--- config.mk ---
export PLATFORM = sky130hd
export DESIGN_NAME = rgbpi_cell
export DESIGN_NICKNAME = d
export VERILOG_FILES = /design/src/rtl/rgbpi_pkg.sv /design/src/rtl/rgbpi_cell.sv
export SDC_FILE = /design/constraint.sdc
export NUM_CORES = 1
export LEC_CHECK = 0
export BUFFER_PORTS_ARGS = -buffer_cell sky130_fd_sc_hd__clkbuf_2
export CAP_MARGIN = 25
export CORE_MARGIN = 5
export CORE_UTILIZATION = 44
export DETAILED_ROUTE_END_ITERATION = 10
export GPL_TIMING_DRIVEN = 0
export PLACE_DENSITY = 0.73
export RECOVER_POWER = 100
export SETUP_SLACK_MARGIN = 0.15
export SYNTH_ARGS = -nofsm -noshare
export SYNTH_HDL_FRONTEND = slang
export SYNTH_SLANG_ARGS = --single-unit
--- constraint.sdc ---
create_clock -name clk_i -period 1.7 [get_ports clk_i]
set_input_delay 0.255 -clock clk_i [delete_from_list [all_inputs] [get_ports clk_i]]
set_output_delay 0.255 -clock clk_i [all_outputs]
set_load 0.01 [all_outputs]
--- src/rtl/rgbpi_pkg.sv ---
// ----------------------------------------------------------------------------
// rgbpi_pkg
// Shared types, constants and helpers for the RGB555 palette indexer.
// ----------------------------------------------------------------------------
`default_nettype none

package rgbpi_pkg;

  localparam int unsigned PaletteDepthDef = 256;
  localparam int unsigned ColorW          = 15;
  localparam int unsigned CountW          = 9;
  localparam int unsigned IndexW          = 8;
  localparam int unsigned ChanInW         = 8;
  localparam int unsigned ChanW           = 5;

  typedef enum logic {
    ST_IDLE,
    ST_SEARCH
  } state_e;

  // Per-cell status, only meaningful in the cell that holds the token
  typedef struct packed {
    logic hit;
    logic add;
  } cell_stat_t;

  // floor(c * 31 / 255); x / 255 == (x + 1 + (x >> 8)) >> 8 for x below 65535
  function automatic logic [ChanW-1:0] scale_chan(input logic [ChanInW-1:0] c);
    logic [12:0] prod;
    logic [13:0] sum;
    prod = {c, 5'd0} - {5'd0, c};
    sum  = {1'b0, prod} + 14'd1 + {8'd0, prod[12:8]};
    return sum[12:8];
  endfunction

endpackage

`default_nettype wire

--- src/rtl/rgbpi_cell.sv ---
// ----------------------------------------------------------------------------
// rgbpi_cell
// One palette slot: holds a color and passes the search token to its
// neighbor when the slot is in use and its color does not match.
// ----------------------------------------------------------------------------
`default_nettype none

module rgbpi_cell
  import rgbpi_pkg::*;
#(
  parameter int unsigned Index = 0
) (
  input  wire logic              clk_i,
  input  wire logic              rst_ni,
  input  wire logic              advance_i,
  input  wire logic              tok_i,
  input  wire logic [ColorW-1:0] word_i,
  input  wire logic [CountW-1:0] count_i,
  output logic                   fwd_o,
  output cell_stat_t             stat_o
);

  localparam logic [CountW-1:0] IdxC = CountW'(Index);

  logic              tok_q;
  logic [ColorW-1:0] entry_q;
  logic              at_end;
  logic              match;

  // The slot at the fill level is the first free one: a search reaching it misses
  assign at_end = (count_i == IdxC);
  assign match  = (entry_q == word_i);

  assign stat_o.hit = tok_q & ~at_end & match;
  assign stat_o.add = tok_q & at_end;
  assign fwd_o      = tok_q & ~at_end & ~match;

  always_ff @(posedge clk_i or negedge rst_ni) begin
    if (!rst_ni) begin
      tok_q <= 1'b0;
    end else if (advance_i) begin
      tok_q <= tok_i;
    end
  end

  always_ff @(posedge clk_i) begin
    if (advance_i && tok_q && at_end) begin
      entry_q <= word_i;
    end
  end

endmodule

`default_nettype wire

==> out/metrics.csv <==
metric;value;unit
grt_pass1_wl;2080;µm
skew;0.00438;ns
fin_crit_sh;113;%
grt_pass1_vias;472;
post-route-min-period;1.92;ns
syn_inst;48;
num_io_pins;31;
p_leak;0.320;nW
grt_max_degree;16;
maxCapViolations;0;
path_clk_slew;0.08;ns
die_w;49.9;µm
ys_types;15;
path_class;flop to output pin;
p_per_area;811;nW/µm²
num_rows;14;
rsz0062_at_grt;yes;
setup_violations;2;
tightest_slew;0.344;ns
n_fill_cell;132;
hold_viol;0;
slew_violations;0;
synthTopCellsByArea;edfxtp_1 64%, xnor2_1 14%, xor2_1 5.0%;
clock_latency;0.27;ns
start_util;46.4;%
io_buffer_count;30;
yosys.area.top_type_share;64.4;%
hp-class;input port to flop;
vias;468;
clockRootBuffer;clkbuf_4;
violations;setup timing;
grt_usage;11.2;%
vdd_drop_max;0.614;mV
htreeDepth;1;
place.gp.congestion;0.668;
via_per_inst;4.73;
worstPathArrival;1.66;ns
nNetsFinal;112;
antenna_cells;0;
finalHoldWorstSlack;0.186;ns
fin_area;911;µm²
synth_area_leader_cell;edfxtp_1;
avgSynthCellArea;14.6;µm²
status;complete, but fails checks;
multi_input_area;234;µm²
die_area;2490;µm²
synth_warnings;0;
ant_nets;0;
hpwl;1030;µm
placed_cell_area;872;µm²
area_growth;30.2;%
synth_nets;76;
clock_sinks;16;
worst-path-max-fanout;2;
finalWorstSetupSlack;-0.220;ns
wl;1250;µm
syn_area;699;µm²
fmax;521;MHz
crit_path_end_kind;output pin;
yosysSeqAreaShare;68.0;%
core;1510;µm²
cts_tree;yes;
slew_headroom;77.1;%
drt_iter0_drc;6;
fp.dieH;49.9;µm
clk_path_buf_depth;2;
drive_gt1_share;26.5;%
route.detailed.drc;0;
startpoint_type;flop;
seqCellArea;475;µm²
grt_antenna_before_repair;0;
path_cells;xor2_1 > nor4_2 > nand4_1 > o31a_1 > clkbuf_2;
worstPathRequired;1.44;ns
critPathSlowestCell;edfxtp_1;
drt_first_pass_iters;3;
grt_overflow_total;0;
synth-seq-cells;16;
wire_per_inst;12.6;µm
cts_inserted_buffers;3;
max_stage_delay;0.38;ns
[cells by family after synthesis]
kind of cell / share of synthesized area [%]
and+or+nand+nor: 9.84
xor gates and xnor gates: 18.8
DFF: 68.0
buffers and inverters: 0.536
AOI/OAI and AO/OA: 2.86
[power by group]
group | switching [mW] | internal [mW]
clock | 0.108 | 0.130
combinational | 0.0311 | 0.0364
sequential | 0.00129 | 0.432
[metrics by stage]
step | setup TNS [ns] | setup WS (ns) | util, % | total power, mW | std cells
2_1_floorplan | 0 | 0.188 | - | 0.468 | 48
3_3_place_gp | 0 | 0.0567 | 57.9 | 0.509 | 94
3_5_place_dp | 0 | 0.000497 | 57.9 | 0.512 | 94
4_1_cts | -0.502 | -0.274 | 61.4 | 0.755 | 99
5_1_grt | -0.694 | -0.367 | 60.5 | 0.778 | 99
6_report | -0.379 | -0.220 | 60.5 | 0.738 | 99
[cell usage after synthesis]
cell type  number
edfxtp_1       15
xnor2_1        11
xor2_1          4
nand4_1         3
nor4_1          3
nand2_1         2
nor2_1          2
a31oi_1         1
and2_1          1
dfrtp_1         1
inv_1           1
nand3_1         1
nor3_1          1
o21ai_0         1
o31a_1          1
[registers in the layout, summed over array words and instances, names as in the netlist]
register	cells
entry_q	15
tok_q	1
[layer usage]
| layer | vias up | track usage, % | share of wire (%) |
|---|---|---|---|
| met4 | 0 | 7.86 | 2.2 |
| li1 | 250 | - | - |
| met2 | 21 | 17.4 | 44 |
| met3 | 2 | 2.41 | 10 |
| met5 | - | 0 | 0 |
| met1 | 195 | 13.5 | 43 |
[final cells by class]
class	instances	share of cell area (%)
inverters	1	0.412
repair buffers	31	15.5
flip-flops and latches	16	52.2
multi-input cells	31	25.7
well taps	16	2.20
clock buffers	4	3.98
[critical path, delay by kind of cell (launching register included)]
kind            cells  cell delay (ns)
simple gates        2             0.45
flops               1             0.38
compound gates      1             0.28
xor+xnor            1             0.16
buf+inv             1             0.13
[cells in the final DEF, fill, tap and decap left out]
master / count
a31oi_1: 1
and2_2: 1
buf_2: 1
clkbuf_1: 15
clkbuf_2: 14
clkbuf_4: 3
clkbuf_8: 1
dfrtp_1: 1
dlygate4sd3_1: 1
edfxtp_1: 15
inv_1: 1
nand2_1: 2
nand3_1: 1
nand4_1: 3
nor2_1: 2
nor3_1: 1
nor4_1: 1
nor4_2: 2
o21ai_0: 1
o31a_1: 1
xnor2_1: 11
xor2_1: 4
[final timing paths]
| path | startpoint | end | slack [ns] | cells after the start |
|---|---|---|---|---|
| worst min-delay path | word_i[11] | entry_q[11] | 0.19 | 1 |
| worst max register to register | tok_q | entry_q[0] | 0.45 | 3 |
| max in group asynchronous | rst_ni | tok_q | 1.31 | 2 |
| worst min register to register | tok_q | tok_q | 0.63 | 2 |
| min in group asynchronous | rst_ni | tok_q | 0.29 | 2 |
| worst max-delay path | entry_q[11] | fwd_o | -0.22 | 5 |
[what timing repair did]
action | in CTS | in global routing
endpoints found under the hold margin | 1 | 0
hold buffers | 1 | 0
setup endpoints to repair | 2 | 2
pin swaps | 1 | 1
gates resized for setup | 1 | 2
buffers inserted | 0 | 0
(Power assumes the default switching activity.)
